`config.mk`:
```
export PLATFORM = sky130hd
export DESIGN_NAME = accel_axis_conditioner_unit_flat
export DESIGN_NICKNAME = d
export VERILOG_FILES = /design/src/aac_pkg.sv /design/src/aac_sample_if.sv /design/src/aac_result_if.sv /design/src/aac_ram.sv /design/src/accel_axis_conditioner_unit.sv /design/src/flat_wrapper.sv
export SDC_FILE = /design/constraint.sdc
export NUM_CORES = 1
export LEC_CHECK = 0
export ABC_AREA = 1
export BUFFER_PORTS_ARGS = -buffer_cell sky130_fd_sc_hd__buf_2
export CORE_UTILIZATION = 61
export CTS_BUF_LIST = sky130_fd_sc_hd__clkbuf_16
export DETAILED_ROUTE_END_ITERATION = 16
export HOLD_SLACK_MARGIN = 0.05
export PLACE_DENSITY = 0.78
export SLEW_MARGIN = 20
export SYNTH_ARGS = -nofsm -noshare
export SYNTH_HDL_FRONTEND = slang
export SYNTH_SLANG_ARGS = --single-unit
```
`constraint.sdc`:
```
create_clock -name clk -period 6.51 [get_ports clk]
set_input_delay 0 -clock clk [delete_from_list [all_inputs] [get_ports clk]]
set_output_delay 0 -clock clk [all_outputs]
set_load 0.02 [all_outputs]
```
`src/aac_pkg.sv`:
```
// shared types and constants for the accelerometer axis conditioner
package aac_pkg;

	localparam int AXIS_W   = 2;
	localparam int SAMPLE_W = 16;

	typedef logic [AXIS_W-1:0]   axis_t;
	typedef logic [SAMPLE_W-1:0] sample_t;

	// axis codes
	localparam axis_t AXIS_X = 2'd0;
	localparam axis_t AXIS_Y = 2'd1;
	localparam axis_t AXIS_Z = 2'd2;

endpackage

```
`src/aac_sample_if.sv`:
```
// valid/ready channel carrying one tagged input sample
interface aac_sample_if;
	import aac_pkg::*;

	logic    valid;
	logic    ready;
	axis_t   axis;
	sample_t sample;

	modport source (output valid, output axis, output sample, input ready);
	modport sink (input valid, input axis, input sample, output ready);

endinterface

```
`src/aac_result_if.sv`:
```
// valid/ready channel carrying one conditioned result
interface aac_result_if;
	import aac_pkg::*;

	logic    valid;
	logic    ready;
	axis_t   axis_out;
	sample_t value;

	modport source (output valid, output axis_out, output value, input ready);
	modport sink (input valid, input axis_out, input value, output ready);

endinterface

```
`src/aac_ram.sv`:
```
// generic single-port-write, single-port-read ram with registered read-first output
module aac_ram #(
	parameter int WIDTH = 16,
	parameter int DEPTH = 10
) (
	input  logic                     clk,
	input  logic                     we,
	input  logic [$clog2(DEPTH)-1:0] waddr,
	input  logic [WIDTH-1:0]         wdata,
	input  logic                     re,
	input  logic [$clog2(DEPTH)-1:0] raddr,
	output logic [WIDTH-1:0]         rdata
);

	logic [WIDTH-1:0] mem_q [DEPTH];
	logic [WIDTH-1:0] rdata_q;

	// read returns the old contents when both ports hit one entry
	always_ff @(posedge clk) begin
		if (we) begin
			mem_q[waddr] <= wdata;
		end
		if (re) begin
			rdata_q <= mem_q[raddr];
		end
	end

	assign rdata = rdata_q;

endmodule

```
`src/accel_axis_conditioner_unit.sv`:
```
// accelerometer axis conditioner: x pass-through, y first difference, z moving average
// pipeline: stage 1 (ram read), stage 2 (sum update), then divide into the output register
// throughput: one sample per cycle while results are taken; the running sum register is updated
//   once per z sample in stage 1 from the ring ram's registered read of the slot being replaced
// reset: previous y, window fill, oldest slot, running sum and all stage valids clear;
//   the ring ram is not cleared, only slots already written are ever used
module accel_axis_conditioner_unit #(
	parameter int WINDOW = 10
) (
	input  logic         clk,
	input  logic         arst_n,
	aac_sample_if.sink   samples,
	aac_result_if.source results
);
	import aac_pkg::*;

	localparam int AW = $clog2(WINDOW);
	localparam int FW = $clog2(WINDOW + 1);
	// reciprocal for exact division of a 16-bit sum by the window length
	localparam logic [31:0] RECIP =
		32'((((64'd1 << 32) + 64'(WINDOW)) - 64'd1) / 64'(WINDOW));

	// ring control state
	logic [FW-1:0]  fill_q;
	logic [AW-1:0]  oldest_q;
	sample_t        prev_y_q;
	sample_t        sum_q;

	// stage 1
	logic           v_s1;
	logic           z_s1;
	logic           full_s1;
	logic           emit_s1;
	axis_t          axis_s1;
	sample_t        sample_s1;
	sample_t        value_s1;

	// stage 2
	logic           v_s2;
	logic           z_s2;
	axis_t          axis_s2;
	sample_t        value_s2;
	sample_t        sum_s2;

	// output register
	logic           out_v_q;
	axis_t          out_axis_q;
	sample_t        out_value_q;

	logic           rdy_out, rdy_s2, rdy_s1;
	logic           accept;
	logic           is_z, is_y, is_x;
	logic           full;
	logic [AW-1:0]  waddr;
	sample_t        ram_rdata;
	sample_t        sum_next;
	logic [47:0]    product;

	// stage-by-stage flow control
	assign rdy_out       = !out_v_q || results.ready;
	assign rdy_s2        = !v_s2 || rdy_out;
	assign rdy_s1        = !v_s1 || rdy_s2;
	assign samples.ready = rdy_s1;
	assign accept        = samples.valid && rdy_s1;

	assign is_x  = (samples.axis == AXIS_X);
	assign is_y  = (samples.axis == AXIS_Y);
	assign is_z  = (samples.axis == AXIS_Z);
	assign full  = (fill_q == FW'(WINDOW));
	assign waddr = full ? oldest_q : fill_q[AW-1:0];

	// ring storage: read the slot being replaced while the new sample is written
	aac_ram #(
		.WIDTH (SAMPLE_W),
		.DEPTH (WINDOW)
	) u_ring (
		.clk   (clk),
		.we    (accept && is_z),
		.waddr (waddr),
		.wdata (samples.sample),
		.re    (accept && is_z),
		.raddr (oldest_q),
		.rdata (ram_rdata)
	);

	// ring pointers and previous y, updated on transfer
	always_ff @(posedge clk or negedge arst_n) begin
		if (!arst_n) begin
			fill_q   <= '0;
			oldest_q <= '0;
			prev_y_q <= '0;
		end else if (accept) begin
			if (is_y) begin
				prev_y_q <= samples.sample;
			end
			if (is_z) begin
				if (!full) begin
					fill_q <= fill_q + FW'(1);
				end else if (oldest_q == AW'(WINDOW - 1)) begin
					oldest_q <= '0;
				end else begin
					oldest_q <= oldest_q + AW'(1);
				end
			end
		end
	end

	// stage 1 valid
	always_ff @(posedge clk or negedge arst_n) begin
		if (!arst_n) begin
			v_s1 <= 1'b0;
		end else if (rdy_s1) begin
			v_s1 <= accept && (is_x || is_y || is_z);
		end
	end

	// stage 1 payload
	always_ff @(posedge clk) begin
		if (accept) begin
			z_s1      <= is_z;
			full_s1   <= full;
			emit_s1   <= !is_z || full || (fill_q == FW'(WINDOW - 1));
			axis_s1   <= samples.axis;
			sample_s1 <= samples.sample;
			value_s1  <= is_y ? (prev_y_q - samples.sample) : samples.sample;
		end
	end

	// running sum: drop the replaced sample once the window is full
	assign sum_next = full_s1 ? (sum_q - ram_rdata + sample_s1) : (sum_q + sample_s1);

	always_ff @(posedge clk or negedge arst_n) begin
		if (!arst_n) begin
			sum_q <= '0;
			v_s2  <= 1'b0;
		end else if (rdy_s2) begin
			v_s2 <= v_s1 && emit_s1;
			if (v_s1 && z_s1) begin
				sum_q <= sum_next;
			end
		end
	end

	always_ff @(posedge clk) begin
		if (rdy_s2 && v_s1) begin
			z_s2     <= z_s1;
			axis_s2  <= axis_s1;
			value_s2 <= value_s1;
			sum_s2   <= sum_next;
		end
	end

	// mean by reciprocal multiply, exact for 16-bit sums
	assign product = 48'(sum_s2) * 48'(RECIP);

	// output register
	always_ff @(posedge clk or negedge arst_n) begin
		if (!arst_n) begin
			out_v_q <= 1'b0;
		end else if (rdy_out) begin
			out_v_q <= v_s2;
		end
	end

	always_ff @(posedge clk) begin
		if (rdy_out && v_s2) begin
			out_axis_q  <= axis_s2;
			out_value_q <= z_s2 ? product[47:32] : value_s2;
		end
	end

	assign results.valid    = out_v_q;
	assign results.axis_out = out_axis_q;
	assign results.value    = out_value_q;

	// checks
	a_fill_bound: assert property (@(posedge clk) disable iff (!arst_n)
		fill_q <= FW'(WINDOW))
		else $error("window fill count beyond window length");

	a_oldest_only_when_full: assert property (@(posedge clk) disable iff (!arst_n)
		(oldest_q != '0) |-> full)
		else $error("oldest slot moved before window filled");

	a_no_result_for_bad_axis: assert property (@(posedge clk) disable iff (!arst_n)
		out_v_q |-> (out_axis_q == AXIS_X || out_axis_q == AXIS_Y || out_axis_q == AXIS_Z))
		else $error("result carries an unused axis code");

	a_sum_moves_only_on_z: assert property (@(posedge clk) disable iff (!arst_n)
		!(rdy_s2 && v_s1 && z_s1) |=> $stable(sum_q))
		else $error("running sum changed without a z sample");

endmodule
```
`src/flat_wrapper.sv`:
```
// flat-port wrapper written by rule: the top's interface ports become plain ports
module accel_axis_conditioner_unit_flat import aac_pkg::*;
#(
	parameter int WINDOW = 10
)
  (clk, arst_n, samples_valid, samples_axis, samples_sample, samples_ready, results_valid, results_axis_out, results_value, results_ready);
  aac_sample_if samples_i ();
  aac_result_if results_i ();
  input  logic clk;
  input  logic arst_n;
  input wire logic [$bits(samples_i.valid)-1:0] samples_valid;
  input wire logic [$bits(samples_i.axis)-1:0] samples_axis;
  input wire logic [$bits(samples_i.sample)-1:0] samples_sample;
  output wire logic [$bits(samples_i.ready)-1:0] samples_ready;
  output wire logic [$bits(results_i.valid)-1:0] results_valid;
  output wire logic [$bits(results_i.axis_out)-1:0] results_axis_out;
  output wire logic [$bits(results_i.value)-1:0] results_value;
  input wire logic [$bits(results_i.ready)-1:0] results_ready;
  assign samples_i.valid = samples_valid;
  assign samples_i.axis = samples_axis;
  assign samples_i.sample = samples_sample;
  assign samples_ready = samples_i.ready;
  assign results_valid = results_i.valid;
  assign results_axis_out = results_i.axis_out;
  assign results_value = results_i.value;
  assign results_i.ready = results_ready;
  accel_axis_conditioner_unit #(.WINDOW(WINDOW)) u_core (.clk(clk), .arst_n(arst_n), .samples(samples_i), .results(results_i));
endmodule
```
Word-level counts from Yosys, hierarchy flattened
Memory sizes are Yosys's and may differ from the RTL's. A register that Yosys moved wholly into a read port is not among the register bits.
Cells that the tools add are included.
- add/sub/neg operators: 6
- $mul: 1
- divide/modulo/power cells: 0
- $lt $le $gt $ge: 0
- equal/unequal tests: 5
- shift-type cells: 0
- multiplexer cells: 7
- bitwise gates (word level): 1
- reduce and logical (&&, ||, !) cells: 23
- operator list (operator ; count):
    multiplier 16 x 28 -> 44 bit (second input constant) ; 1
    adder 16 bit ; 2
    two-way mux 16 bit ; 2
    subtractor 16 bit ; 2
    two-way mux 13 bit ; 1
    equality test 4 bit (second input constant) ; 3
    adder 4 x 1 -> 4 bit (second input constant) ; 2
    two-way mux 4 bit ; 2
    logical AND 1 bit ; 7
    logical OR 1 bit ; 7
    AND reduction 3 bit ; 2
    logical NOT 1 bit ; 4
    AND reduction 2 bit ; 2
    equality test 2 x 1 -> 1 bit (second input constant) ; 1
    equality test 2 bit (second input constant) ; 1
    logical NOT 2 bit ; 1
    two-way mux 1 bit ; 2
    NOT 1 bit ; 1
- register bits after elaboration: 133
- bits in latches: 0
- memory bits (writable): 160
- ROM bits: 0
- input bits: 22
- output and inout bits: 20
- memories: 1
- memories (name ; words ; width ; read ports ; clocked after memory_dff ; wr ports ; RTL line ; text):
    u_core.u_ring.mem_q ; 10 ; 16 ; 1 ; 1 ; 1 ; aac_ram.sv:15 ; logic [WIDTH-1:0] mem_q [DEPTH];

Depth between registers and ports, before layout
- depth after elaboration: 8
- mapped depth: 25
- gate-level depth less buffers: 25

Cells and area by module
A second synthesis with hierarchy kept.
- cell total of the unflattened synthesis: 2453
- area, all modules: 21292.9 um^2
- modules (own cells, without submodules) (module ; times used ; cells an instance ; area an instance (um^2) ; sequential area each (um^2)):
    accel_axis_conditioner_unit ; 1 ; 1806 ; 13999.7 ; 3778.6
    aac_ram ; 1 ; 647 ; 7293.2 ; 5285.1

Worst setup path after synthesis
Ideal clock, no wire load.
- kind: reg-to-reg
- from: reg u_core.sum_s2[8]
- to: reg u_core.out_value_q[8], in the netlist u_core.results.value[8] (data pin)
- library setup time: 0.253 ns
- data arrival time: 4.702 ns
- data required time: 6.257 ns
- setup slack: 1.555 ns
- stages on the path, launching flop included: 23
- buffers on the path: 0
- path through: edfxtp_1 -> inv_1 -> ha_1 -> fa_1 -> fa_1 -> inv_1 -> fa_1 -> inv_1 -> fa_1 -> fa_1 -> inv_1 -> ha_1 -> nand2_1 -> nor2_1 -> inv_1 -> nor2_1 -> nand2_1 -> nor2_1 -> nand2_1 -> nand3_1 -> nand2_1 -> nand3_1 -> nand2_1
- word-level cells in the longest chain between the ends: 2
- ends and longest elaborated chain (what ; RTL line ; text):
    from (decl) ; accel_axis_conditioner_unit.sv:43 ; sample_t sum_s2;
    from (signal assigned) ; accel_axis_conditioner_unit.sv:149 ; sum_s2 <= sum_next;
    multiplier 16 x 28 -> 44 bit ; accel_axis_conditioner_unit.sv:154 ; assign product = 48'(sum_s2) * 48'(RECIP);
    two-way mux 13 bit ; accel_axis_conditioner_unit.sv:168 ; out_value_q <= z_s2 ? product[47:32] : value_s2;
    to (signal assigned) ; accel_axis_conditioner_unit.sv:168 ;
    to (decl) ; accel_axis_conditioner_unit.sv:48 ; sample_t out_value_q;
No other way between the ends.
A chain may end at the register's enable or synchronous reset.

Worst setup path after layout
- from: reg u_core.sum_s2[8]
- to: reg u_core.out_value_q[9], in the netlist u_core.results.value[9] (data pin)
Same word-level chain as after synthesis.

==> results.tsv <==
stage	metric	value	unit
place	dp_hpwl	37200	µm
drt	wirelength	50200	µm
logic_synthesis	yosys_warnings	0	
sta	fin_worst_skew	0.0364	ns
logic_synthesis	yosysUniqueCellTypes	42	
critical_path	path_cells	inv_1, ha_1, fa_1, fa_1, inv_1, fa_1, inv_1, fa_1, fa_1, inv_1, ha_1, nand2_1, nor2_1, nand3_1, nor2_1, nand4_1, nand2_1, nand2_1, nand3_1, nand2_1	
logic_synthesis	synth_adder_area_share	20.6	%
sta	setup_violations	0	
critical_path	cp-start-kind	flop	
logic_synthesis	synth_compound_area_share	8.24	%
critical_path	path_delay_family	adder cells	
drt	num_vias	15500	
place	io_buffers	41	
die	fp.dieH	185	µm
logic_synthesis	syn_avg_cell_area	9.11	µm²
die	io_pins	42	
critical_path	cp-end-kind	flop	
critical_path	criticalPathCategory	flop to flop	
clocking	worstSkewPairLatency	0.59	ns
drt	firstDrtPassIters	6	
status	status	finished, final reports clean	
logic_synthesis	synth-main-ff-cell	edfxtp_1	
die	fp.dieW	185	µm
die	start_util	62.5	%
finish	layout-drive-gt1-share	5.83	%
logic_synthesis	async_flop_share	13.9	%
drt	ant_nets	0	
critical_path	critPathSlowestCell	fa_1	
sta	final.setup.tns	0	ns
critical_path	r2r_setup_slack	0.87	ns
sta	timing.fmax	0.177	GHz
die	die-area	34300	µm²
finish	final_cell_mix	nand2_1 (519), inv_1 (439), edfxtp_1 (266)	
global_routing	grt-ovfl-total	0	
critical_path	path_common_cell	fa_1	
die	coreArea	32800	µm²
sta	rsz0062_at_grt	no	
logic_synthesis	ys_seq_elements	309	
logic_synthesis	yosys.area_share.xor_xnor	0.684	%
sta	max_slew.worst_pin.slew	1.12	ns
hold_path	min_path_type	input pin to asynchronous set/reset pin	
drt	routedWlPerCell	18.0	µm
logic_synthesis	synth_top_cell_by_area	edfxtp_1	
critical_path	worstReg2RegEnd	u_core.results.value[9]$_DFFE_PP_	
place	place_congestion	1.00	
critical_path	rr_worst_depth	20	
logic_synthesis	ys_seq_area_share	44.3	%
sta	finalHoldViolations	0	
logic_synthesis	synthDominantCellAreaShare	39.0	%
clocking	cts_root_buffer	clkbuf_16	
critical_path	worst-path-buf-inv	4	
logic_synthesis	synthMuxAreaShare	0.0489	%
global_routing	grt_antenna_before_repair	0	
logic_synthesis	synth_top_family_by_area	adder cells	
critical_path	required	6.83	ns
critical_path	cp.arrival	5.96	ns
global_routing	grt_pass1_vias	15600	
finish	antenna_cells	0	
logic_synthesis	synthSimpleGateAreaFrac	17.1	%
die	rows	66	
global_routing	grtUsageTotal	30.8	%
logic_synthesis	synth-edff-count	266	
global_routing	grt_first_pass_wirelength	81200	µm
logic_synthesis	netlist_instances	2247	
logic_synthesis	synthTopCellsByArea	edfxtp_1 (39%), ha_1 (11%), fa_1 (9.7%), nand2_1 (9.5%), inv_1 (8.0%)	
drt	drt-vias-per-instance	5.55	
sta	drv_slew	0	
logic_synthesis	syn_nets	2547	
critical_path	critPathMaxFanout	5	
finish	area_growth	9.61	%
clocking	cts_tree	yes	
global_routing	grt_max_degree	53	
sta	period_share	86.6	%
clocking	clockBufferDepth	3	
critical_path	timing.rr.start	u_core.sum_s2[8]$_DFFE_PP_	
critical_path	critPathMaxStageDelay	0.57	ns
finish	fin_nets	2625	
drt	drc	0	
clocking	htreeDepth	1	
flow_run	drv_cap	0	
drt	drt_iter0_drc	1252	
sta	period_minus_slack	5.64	ns
logic_synthesis	syn_area	20500	µm²
finish	final_common_cell	nand2_1	
clocking	cts_sinks	309	
sta	slew_headroom	24.5	%
clocking	clk_pin_slew	0.07	ns
clocking	cts_buffers	30	
## cells by family (layout without fill, tap and decap cells)
logic type               count (synthesis)  in the layout
buffers and inverters                  483            585
AND/OR/NAND/NOR                        856            856
multiplexers                             1              1
XOR/XNOR                                16             16
AO/OA/AOI/OAI                          304            304
flip-flops                             309            309
adder cells (fa/ha/maj)                278            278
## cell type report
cell class                      instances  area [µm²]
Clock buffer                           30         751
Clock inverter                         26         251
Fill cell                            2560       10300
Inverter                              445        1670
Multi-Input combinational cell       1455        9570
Sequential cell                       309        9060
Tap cell                              442         553
Timing Repair Buffer                   84         586
## synth_stat cells (6+ instances only)
cell type	instances
nand3b_1	10
nand2_1	519
a21oi_1	80
buf_2	11
nand3_1	109
o21ai_0	149
nor2_1	174
nand4_1	14
a221oi_1	24
o21ai_1	22
nand2_2	6
nor2_2	7
o2111ai_1	8
inv_1	439
nor3_1	7
clkbuf_1	22
xnor2_1	12
fa_1	99
edfxtp_1	266
dfrtp_1	43
ha_1	179
## state kept, by name (all words and copies together), names as in the netlist, 16 cells and up
name and count:
u_core.u_ring.mem_q 160, u_core.value_s2 16, u_core.sum_s2 16, u_core.u_ring.rdata 16
u_core.value_s1 16, u_core.sum_q 16, u_core.sample_s1 16, u_core.results.value 16
u_core.prev_y_q 16
## per-stage QoR
step / hold slack (ns) / worst slack [ns] / utilization (%) / area [µm²] / std cells
floorplan: -0.296 / 1.55 / - / 20500 / 2247
global route: 0.123 / 0.563 / 68.5 / 22400 / 2791
global placement: 0.150 / 0.952 / 64.7 / 21200 / 2712
finish: 0.0516 / 0.872 / 68.5 / 22400 / 2791
detailed placement: 0.146 / 0.949 / 64.7 / 21200 / 2712
CTS: 0.0633 / 0.915 / 68.5 / 22400 / 2791
## metal layers
metal	vias up	GRT usage, %	share of wire, %	wire, µm
li1	7468	-	-	-
met3	123	3.40	6.8	3410
met4	0	12.7	4.0	2000
met2	613	51.7	47	23800
met5	-	0	0	0
met1	7282	40.8	42	21000
## worst reg2reg max path: cells and delay by family, from the launching register on
kind,cells,cell delay (ns)
adder cells (fa/ha/maj),7,3.37
AND/OR/NAND/NOR,9,1.29
flip-flops,1,0.42
buffers and inverters,4,0.28
## repair_timing
action / CTS / global route
setup buffers: 0 / 0
endpoints found under the hold margin: 258 / 0
resized for setup: 0 / 0
hold buffers: 23 / 0
## worst max-delay path by stage
stage / slack (ns) / startpoint / end / depth (start not counted)
final: 0.87 / u_core.sum_s2[8]$_DFFE_PP_ / u_core.results.value[9]$_DFFE_PP_ / 20
after CTS: 0.92 / u_core.sum_s2[8]$_DFFE_PP_ / u_core.results.value[9]$_DFFE_PP_ / 20
after detailed placement: 0.95 / u_core.sum_s2[8]$_DFFE_PP_ / u_core.results.value[9]$_DFFE_PP_ / 20
after global routing: 0.56 / u_core.sum_s2[8]$_DFFE_PP_ / u_core.results.value[9]$_DFFE_PP_ / 20
after global placement: 0.95 / u_core.sum_s2[8]$_DFFE_PP_ / u_core.results.value[9]$_DFFE_PP_ / 20
after floorplan: 1.55 / u_core.sum_s2[8]$_DFFE_PP_ / u_core.results.value[8]$_DFFE_PP_ / 22
Power is not shown: default switching activity piles up to over one toggle a cycle in this logic, so the estimate is an artifact.
